## src/mpsm_pkg.sv

```systemverilog
package mpsm_pkg;

	localparam int MAX_NODES       = 256;
	localparam int MAX_PATTERNS    = 256;
	localparam int MAX_PATTERN_LEN = 32;
	localparam int RES_CAP         = 32;

	localparam int NODE_W  = $clog2(MAX_NODES);
	localparam int NREF_W  = NODE_W + 1;
	localparam int PAT_W   = $clog2(MAX_PATTERNS);
	localparam int PREF_W  = PAT_W + 1;
	localparam int DEPTH_W = $clog2(MAX_PATTERN_LEN + 1);
	localparam int CNT_W   = $clog2(RES_CAP + 1);

	localparam logic [NREF_W-1:0] NODE_NONE = NREF_W'(MAX_NODES);
	localparam logic [PREF_W-1:0] PAT_NONE  = PREF_W'(MAX_PATTERNS);

	localparam logic [1:0] MODE_INSERT = 2'd0;
	localparam logic [1:0] MODE_BUILD  = 2'd1;
	localparam logic [1:0] MODE_SCAN   = 2'd2;

	localparam logic [1:0] KIND_INSERT = 2'd0;
	localparam logic [1:0] KIND_BUILD  = 2'd1;
	localparam logic [1:0] KIND_MATCH  = 2'd2;

	localparam logic [1:0] STAT_OK        = 2'd0;
	localparam logic [1:0] STAT_NODE_FULL = 2'd1;
	localparam logic [1:0] STAT_PAT_FULL  = 2'd2;
	localparam logic [1:0] STAT_TOO_LONG  = 2'd3;

	typedef enum logic [5:0] {
		ST_IDLE, ST_CS_START, ST_CS_FC, ST_CS_TEST, ST_CS_CMP,
		ST_INS_START, ST_INS_GOT, ST_INS_NEW, ST_INS_LINK, ST_INS_END, ST_INS_PAT,
		ST_INS_CLOSE, ST_B_INIT, ST_B_RTEST, ST_B_RNEXT, ST_B_POP, ST_B_V, ST_B_VFC,
		ST_B_UTEST, ST_B_URD, ST_B_FGOT, ST_B_FNEXT, ST_B_SET, ST_B_WR,
		ST_S_START, ST_S_LOOP, ST_S_GOT, ST_S_FL, ST_S_FOUND, ST_S_M0, ST_S_MTEST,
		ST_S_MRD, ST_RES
	} ctl_state_t;

	typedef enum logic [5:0] {
		OP_NONE, OP_LATCH, OP_CS_START, OP_CS_FC, OP_CS_TEST, OP_CS_CMP,
		OP_INS_START, OP_INS_GOT, OP_INS_NEW, OP_INS_LINK, OP_INS_END, OP_INS_PAT,
		OP_INS_CLOSE, OP_B_INIT, OP_B_RTEST, OP_B_RNEXT, OP_B_POP, OP_B_V, OP_B_VFC,
		OP_B_UTEST, OP_B_URD, OP_B_FGOT, OP_B_FNEXT, OP_B_SET, OP_B_WR,
		OP_S_START, OP_S_GOT, OP_S_FL, OP_S_FOUND, OP_S_M0, OP_S_MTEST, OP_S_MRD,
		OP_EMIT
	} dp_op_t;

	typedef struct packed {
		logic       in_valid;
		logic [1:0] in_mode;
		logic       n_ge;
		logic       n_zero;
		logic       k_ge;
		logic       edge_eq;
		logic       w_none;
		logic       broken;
		logic       depth_full;
		logic       nodes_full;
		logic       word_end;
		logic       cursor_zero;
		logic       head_eq;
		logic       u_ge;
		logic       f_stop;
		logic       m_ok;
		logic       out_free;
	} dp_status_t;

endpackage

```

## src/mpsm_ctl.sv

```systemverilog
module mpsm_ctl import mpsm_pkg::*; (
	input  logic       clk,
	input  logic       arst_n,
	input  dp_status_t st,
	output dp_op_t     op
);
	ctl_state_t state_q, state_d;
	ctl_state_t ret_q, ret_d;

	always_ff @(posedge clk or negedge arst_n) begin
		if (!arst_n) begin
			state_q <= ST_IDLE;
			ret_q   <= ST_IDLE;
		end else begin
			state_q <= state_d;
			ret_q   <= ret_d;
		end
	end

	// The child search is a shared subroutine; ret_q holds where it returns.
	always_comb begin
		state_d = state_q;
		ret_d   = ret_q;
		unique case (state_q)
			ST_IDLE: begin
				if (st.in_valid) begin
					unique case (st.in_mode)
						MODE_INSERT: state_d = ST_INS_START;
						MODE_BUILD:  state_d = ST_B_INIT;
						MODE_SCAN:   state_d = ST_S_START;
						default:     state_d = ST_IDLE;
					endcase
				end
			end
			ST_CS_START: begin
				if (st.n_ge) state_d = ret_q;
				else if (st.n_zero) state_d = ST_CS_TEST;
				else state_d = ST_CS_FC;
			end
			ST_CS_FC:   state_d = ST_CS_TEST;
			ST_CS_TEST: state_d = st.k_ge ? ret_q : ST_CS_CMP;
			ST_CS_CMP:  state_d = st.edge_eq ? ret_q : ST_CS_TEST;
			ST_INS_START: begin
				if (st.broken || st.depth_full) begin
					state_d = ST_INS_END;
				end else begin
					ret_d   = ST_INS_GOT;
					state_d = ST_CS_START;
				end
			end
			ST_INS_GOT: state_d = (!st.w_none || st.nodes_full) ? ST_INS_END : ST_INS_NEW;
			ST_INS_NEW:  state_d = ST_INS_LINK;
			ST_INS_LINK: state_d = ST_INS_END;
			ST_INS_END: begin
				if (!st.word_end) state_d = ST_RES;
				else if (st.broken || st.cursor_zero) state_d = ST_INS_CLOSE;
				else state_d = ST_INS_PAT;
			end
			ST_INS_PAT:   state_d = ST_INS_CLOSE;
			ST_INS_CLOSE: state_d = ST_RES;
			ST_B_INIT:    state_d = ST_B_RTEST;
			ST_B_RTEST:   state_d = st.k_ge ? ST_B_POP : ST_B_RNEXT;
			ST_B_RNEXT:   state_d = ST_B_RTEST;
			ST_B_POP:     state_d = st.head_eq ? ST_RES : ST_B_V;
			ST_B_V:       state_d = ST_B_VFC;
			ST_B_VFC:     state_d = ST_B_UTEST;
			ST_B_UTEST:   state_d = st.u_ge ? ST_B_POP : ST_B_URD;
			ST_B_URD, ST_B_FNEXT: begin
				ret_d   = ST_B_FGOT;
				state_d = ST_CS_START;
			end
			ST_B_FGOT:  state_d = st.f_stop ? ST_B_SET : ST_B_FNEXT;
			ST_B_SET:   state_d = ST_B_WR;
			ST_B_WR:    state_d = ST_B_UTEST;
			ST_S_START: state_d = ST_S_LOOP;
			ST_S_LOOP: begin
				ret_d   = st.n_zero ? ST_S_FOUND : ST_S_GOT;
				state_d = ST_CS_START;
			end
			ST_S_GOT:   state_d = st.w_none ? ST_S_FL : ST_S_FOUND;
			ST_S_FL:    state_d = ST_S_LOOP;
			ST_S_FOUND: state_d = st.w_none ? ST_IDLE : ST_S_M0;
			ST_S_M0:    state_d = ST_S_MTEST;
			ST_S_MTEST: state_d = st.m_ok ? ST_S_MRD : ST_IDLE;
			ST_S_MRD:   state_d = st.out_free ? ST_S_MTEST : ST_S_MRD;
			ST_RES:     state_d = st.out_free ? ST_IDLE : ST_RES;
			default:    state_d = ST_IDLE;
		endcase
	end

	always_comb begin
		unique case (state_q)
			ST_IDLE:      op = OP_LATCH;
			ST_CS_START:  op = OP_CS_START;
			ST_CS_FC:     op = OP_CS_FC;
			ST_CS_TEST:   op = OP_CS_TEST;
			ST_CS_CMP:    op = OP_CS_CMP;
			ST_INS_START: op = OP_INS_START;
			ST_INS_GOT:   op = OP_INS_GOT;
			ST_INS_NEW:   op = OP_INS_NEW;
			ST_INS_LINK:  op = OP_INS_LINK;
			ST_INS_END:   op = OP_INS_END;
			ST_INS_PAT:   op = OP_INS_PAT;
			ST_INS_CLOSE: op = OP_INS_CLOSE;
			ST_B_INIT:    op = OP_B_INIT;
			ST_B_RTEST:   op = OP_B_RTEST;
			ST_B_RNEXT:   op = OP_B_RNEXT;
			ST_B_POP:     op = OP_B_POP;
			ST_B_V:       op = OP_B_V;
			ST_B_VFC:     op = OP_B_VFC;
			ST_B_UTEST:   op = OP_B_UTEST;
			ST_B_URD:     op = OP_B_URD;
			ST_B_FGOT:    op = OP_B_FGOT;
			ST_B_FNEXT:   op = OP_B_FNEXT;
			ST_B_SET:     op = OP_B_SET;
			ST_B_WR:      op = OP_B_WR;
			ST_S_START:   op = OP_S_START;
			ST_S_LOOP:    op = OP_NONE;
			ST_S_GOT:     op = OP_S_GOT;
			ST_S_FL:      op = OP_S_FL;
			ST_S_FOUND:   op = OP_S_FOUND;
			ST_S_M0:      op = OP_S_M0;
			ST_S_MTEST:   op = OP_S_MTEST;
			ST_S_MRD:     op = st.out_free ? OP_S_MRD : OP_NONE;
			ST_RES:       op = st.out_free ? OP_EMIT : OP_NONE;
			default:      op = OP_NONE;
		endcase
	end
endmodule

```

## config.mk

```make
export PLATFORM = sky130hd
export DESIGN_NAME = mpsm_ctl
export DESIGN_NICKNAME = d
export VERILOG_FILES = /design/src/mpsm_pkg.sv /design/src/mpsm_ctl.sv
export SDC_FILE = /design/constraint.sdc
export NUM_CORES = 1
export LEC_CHECK = 0
export BUFFER_PORTS_ARGS = -buffer_cell sky130_fd_sc_hd__buf_2
export CORE_MARGIN = 2
export CORE_UTILIZATION = 50
export CTS_CLUSTER_DIAMETER = 60
export DETAILED_ROUTE_END_ITERATION = 7
export PLACE_DENSITY_LB_ADDON = 0.15
export RECOVER_POWER = 25
export SLEW_MARGIN = 15
export SYNTH_ARGS = -nofsm -noshare
export SYNTH_HDL_FRONTEND = slang
export SYNTH_SLANG_ARGS = --single-unit
```

## constraint.sdc

```tcl
create_clock -name clk -period 4.8 [get_ports clk]
set_clock_uncertainty 0.2 [all_clocks]
set_input_delay 0.24 -clock clk [delete_from_list [all_inputs] [get_ports clk]]
set_output_delay 0.24 -clock clk [all_outputs]
set_load 0.01 [all_outputs]
```

==> flow_summary.toml <==
[run_status]
status = "complete, no violations"

[timing]
maxSlewHeadroom_pct = 31.98
fmax_mhz = 356.3
worstMarginPinSlew_ps = 1020
slew_viol_final = 0
period_needed_ps = 2807
rsz0062_at_grt = "false"
final-hold-violation-count = 0
tns_ps = 0
fin_crit_sh_pct = 58.48
fin_ws_ps = 1993
setup_violations = 0
holdWs_ps = 33.66

[finish]
final_cells = 237
num-nets-final = 232
area.sequential_um2 = 250.2
syn_to_final_growth_pct = 9.498
num-fill-cells = 273
num_antenna_cells = 0
drive_gt1_share_pct = 18.93
multiInputGateArea_um2 = 1018

[detailed_routing]
drt_iter0_drc = 118
wl_um = 4105
first_pass_iters = 6
ant_nets = 0
drc = 0
via_per_inst = 6.667
wl_per_cell_um = 17.32
vias = 1580

[clock_tree]
htreeDepth = 1
cts_made_buffers = 3
cts_buffer_depth = 2
cts_tree = "done"
cts-resized-gates = 0
post_cts_buffers = 0
cts_root_buffer = "clkbuf_4"
clock_sinks = 10
clock_latency_ps = 270
clk_transition_reported_paths_ps = 70
ctsHoldBuffers = 2

[hold_path]
min_from = "st[13]"
hold_path_class = "input port to register"

[global_route]
grt_pass1_wl_um = 6672
grt_max_degree = 35
grt_pass1_vias = 1374
grt-ovfl-total = 0
antenna_found_initial = 0
track_usage_pct = 26.22

[power_and_ir_drop]
powerDensity_nw_per_um2 = 585.7
ir_worst_vdd_mv = 0.4324
total_leakage_power_nw = 0.6397

[logic_synthesis]
synthTopCellsByArea = "dfrtp_1, nor2_1, ha_1, buf_2, o21ai_0"
ys.flop_type = "dfrtp_1"
ys_seq_area_share_pct = 17.92
syn-mean-instance-area_um2 = 7.273
ys_seq_elements = 10
synth_fp_nets = 217
synth.distinct_cells = 57
netlist_area_um2 = 1396
yosysWarnings = 0
synthArstFlopShare_pct = 100.0
synth-edff-count = 0
synth_top_area_share_pct = 17.92
syn_inst = 192
synth.largest_area_cell = "dfrtp_1"

[critical_path]
start_kind = "register"
reg2reg_slack_ps = 2350
startpoint = "state_q[3]"
crit_end = "op[1]"
r2r-end = "state_q[0]"
r2r-start = "state_q[2]"
crit_fanout = 34
arrival_ps = 2370
reg2reg_depth = 5
critPathCaptureType = "primary output"
critPathKind = "register to primary output"
critPathRequiredTime_ps = 4360

[place]
portBuffers = 25
gp_congestion = 0.9355
pre_cts_ws_ps = 2339
dp_cells = 231
dp_hpwl_um = 2967

[floorplanning]
dieArea_um2 = 3231
coreArea_um2 = 2710
rows = 19
io_pins = 26
die_w_um = 56.85
initial_core_util_pct = 51.52
die_h_um = 56.85

[flow_run]
drv_cap = 0
[critical path, stage by stage (launching register included)]
cell	delay (ps)
dfrtp_1	1010
nor2b_1	290
o21bai_1	140
a21oi_1	90
a311oi_1	280
a311o_1	150
buf_2	120
[report_power, final]
group	total, mW	internal [mW]	switching (mW)
clock	0.0779	0.0461	0.0317
sequential	0.264	0.117	0.147
combinational	0.553	0.252	0.301
[state kept, by name (all words and copies together), names as in the netlist]
| signal | count |
|---|---|
| ret_q | 4 |
| state_q | 6 |
[kinds of logic after synthesis]
family,synth area share (%)
AND/OR/NAND/NOR,34.86
AO/OA/AOI/OAI,30.65
buffers and inverters,9.140
flip-flops,17.92
adder cells (fa/ha/maj),4.480
multiplexers,2.330
XOR/XNOR,0.6274
[worst min path at each step]
stage	end	slack [ps]	cells after the start
final	ret_q[2]	30	3
after global routing	ret_q[2]	50	3
after CTS	ret_q[2]	20	3
after detailed placement	ret_q[2]	-80	1
after global placement	ret_q[3]	-90	1
after floorplan	ret_q[1]	-260	0
[per-stage QoR]
| stage | utilization (%) | area [um2] | total power, mW |
|---|---|---|---|
| 2_1_floorplan | - | 1396 | 0.6892 |
| 3_3_place_gp | 54.39 | 1474 | 0.7897 |
| 6_report | 56.42 | 1529 | 0.8956 |
| 5_1_grt | 56.42 | 1529 | 0.9692 |
| 4_1_cts | 56.46 | 1530 | 0.8853 |
| 3_5_place_dp | 54.39 | 1474 | 0.8038 |
[routing by layer]
| metal | track usage, % | vias to the layer above | part of all wire (%) |
|---|---|---|---|
| li1 | - | 747 | - |
| met1 | 34.83 | 742 | 42 |
| met2 | 42.86 | 75 | 48 |
| met3 | 5.760 | 16 | 8.2 |
| met4 | 6.977 | 0 | 2.2 |
| met5 | 0 | - | 0 |
[cells in the mapped netlist, drive strengths merged (2+ instances only)]
library cell  instances
nor2b                 8
ha                    5
clkbuf                3
nor4                  5
nor3                 11
buf                  14
and3                  4
o21ai                14
o211a                 2
dfrtp                10
a311oi                3
o21bai                2
inv                  11
nand2                13
a211o                 2
o22ai                 5
and2                  2
a221oi                2
a31oi                 5
nand3b                2
nand3                 4
nand2b                5
nor3b                 4
nor4b                 2
a22o                  2
mux2                  2
a21oi                10
a22oi                 2
nor2                 18
a41oi                 2
[layout make-up]
class / count / area share [%]
clock buffers: 4 / 2.373
inverters: 11 / 2.700
multi-input cells: 154 / 66.61
flip-flops and latches: 10 / 16.37
well taps: 31 / 2.537
repair buffers: 27 / 9.411
[cells in the final DEF (no fill, tap or decap), types with 3 or more instances in the layout]
master	count
nor4_1	4
nor2_1	17
a31oi_1	5
dfrtp_1	10
nor3_1	9
clkbuf_4	3
nor2b_1	8
and3_1	4
a21oi_1	10
ha_1	5
o21ai_0	12
o22ai_1	5
nand2_1	13
nor3b_1	4
nand2b_1	5
nand3_1	4
buf_2	24
a311oi_1	3
inv_1	10
No activity file was read; power rests on OpenSTA's default activity.
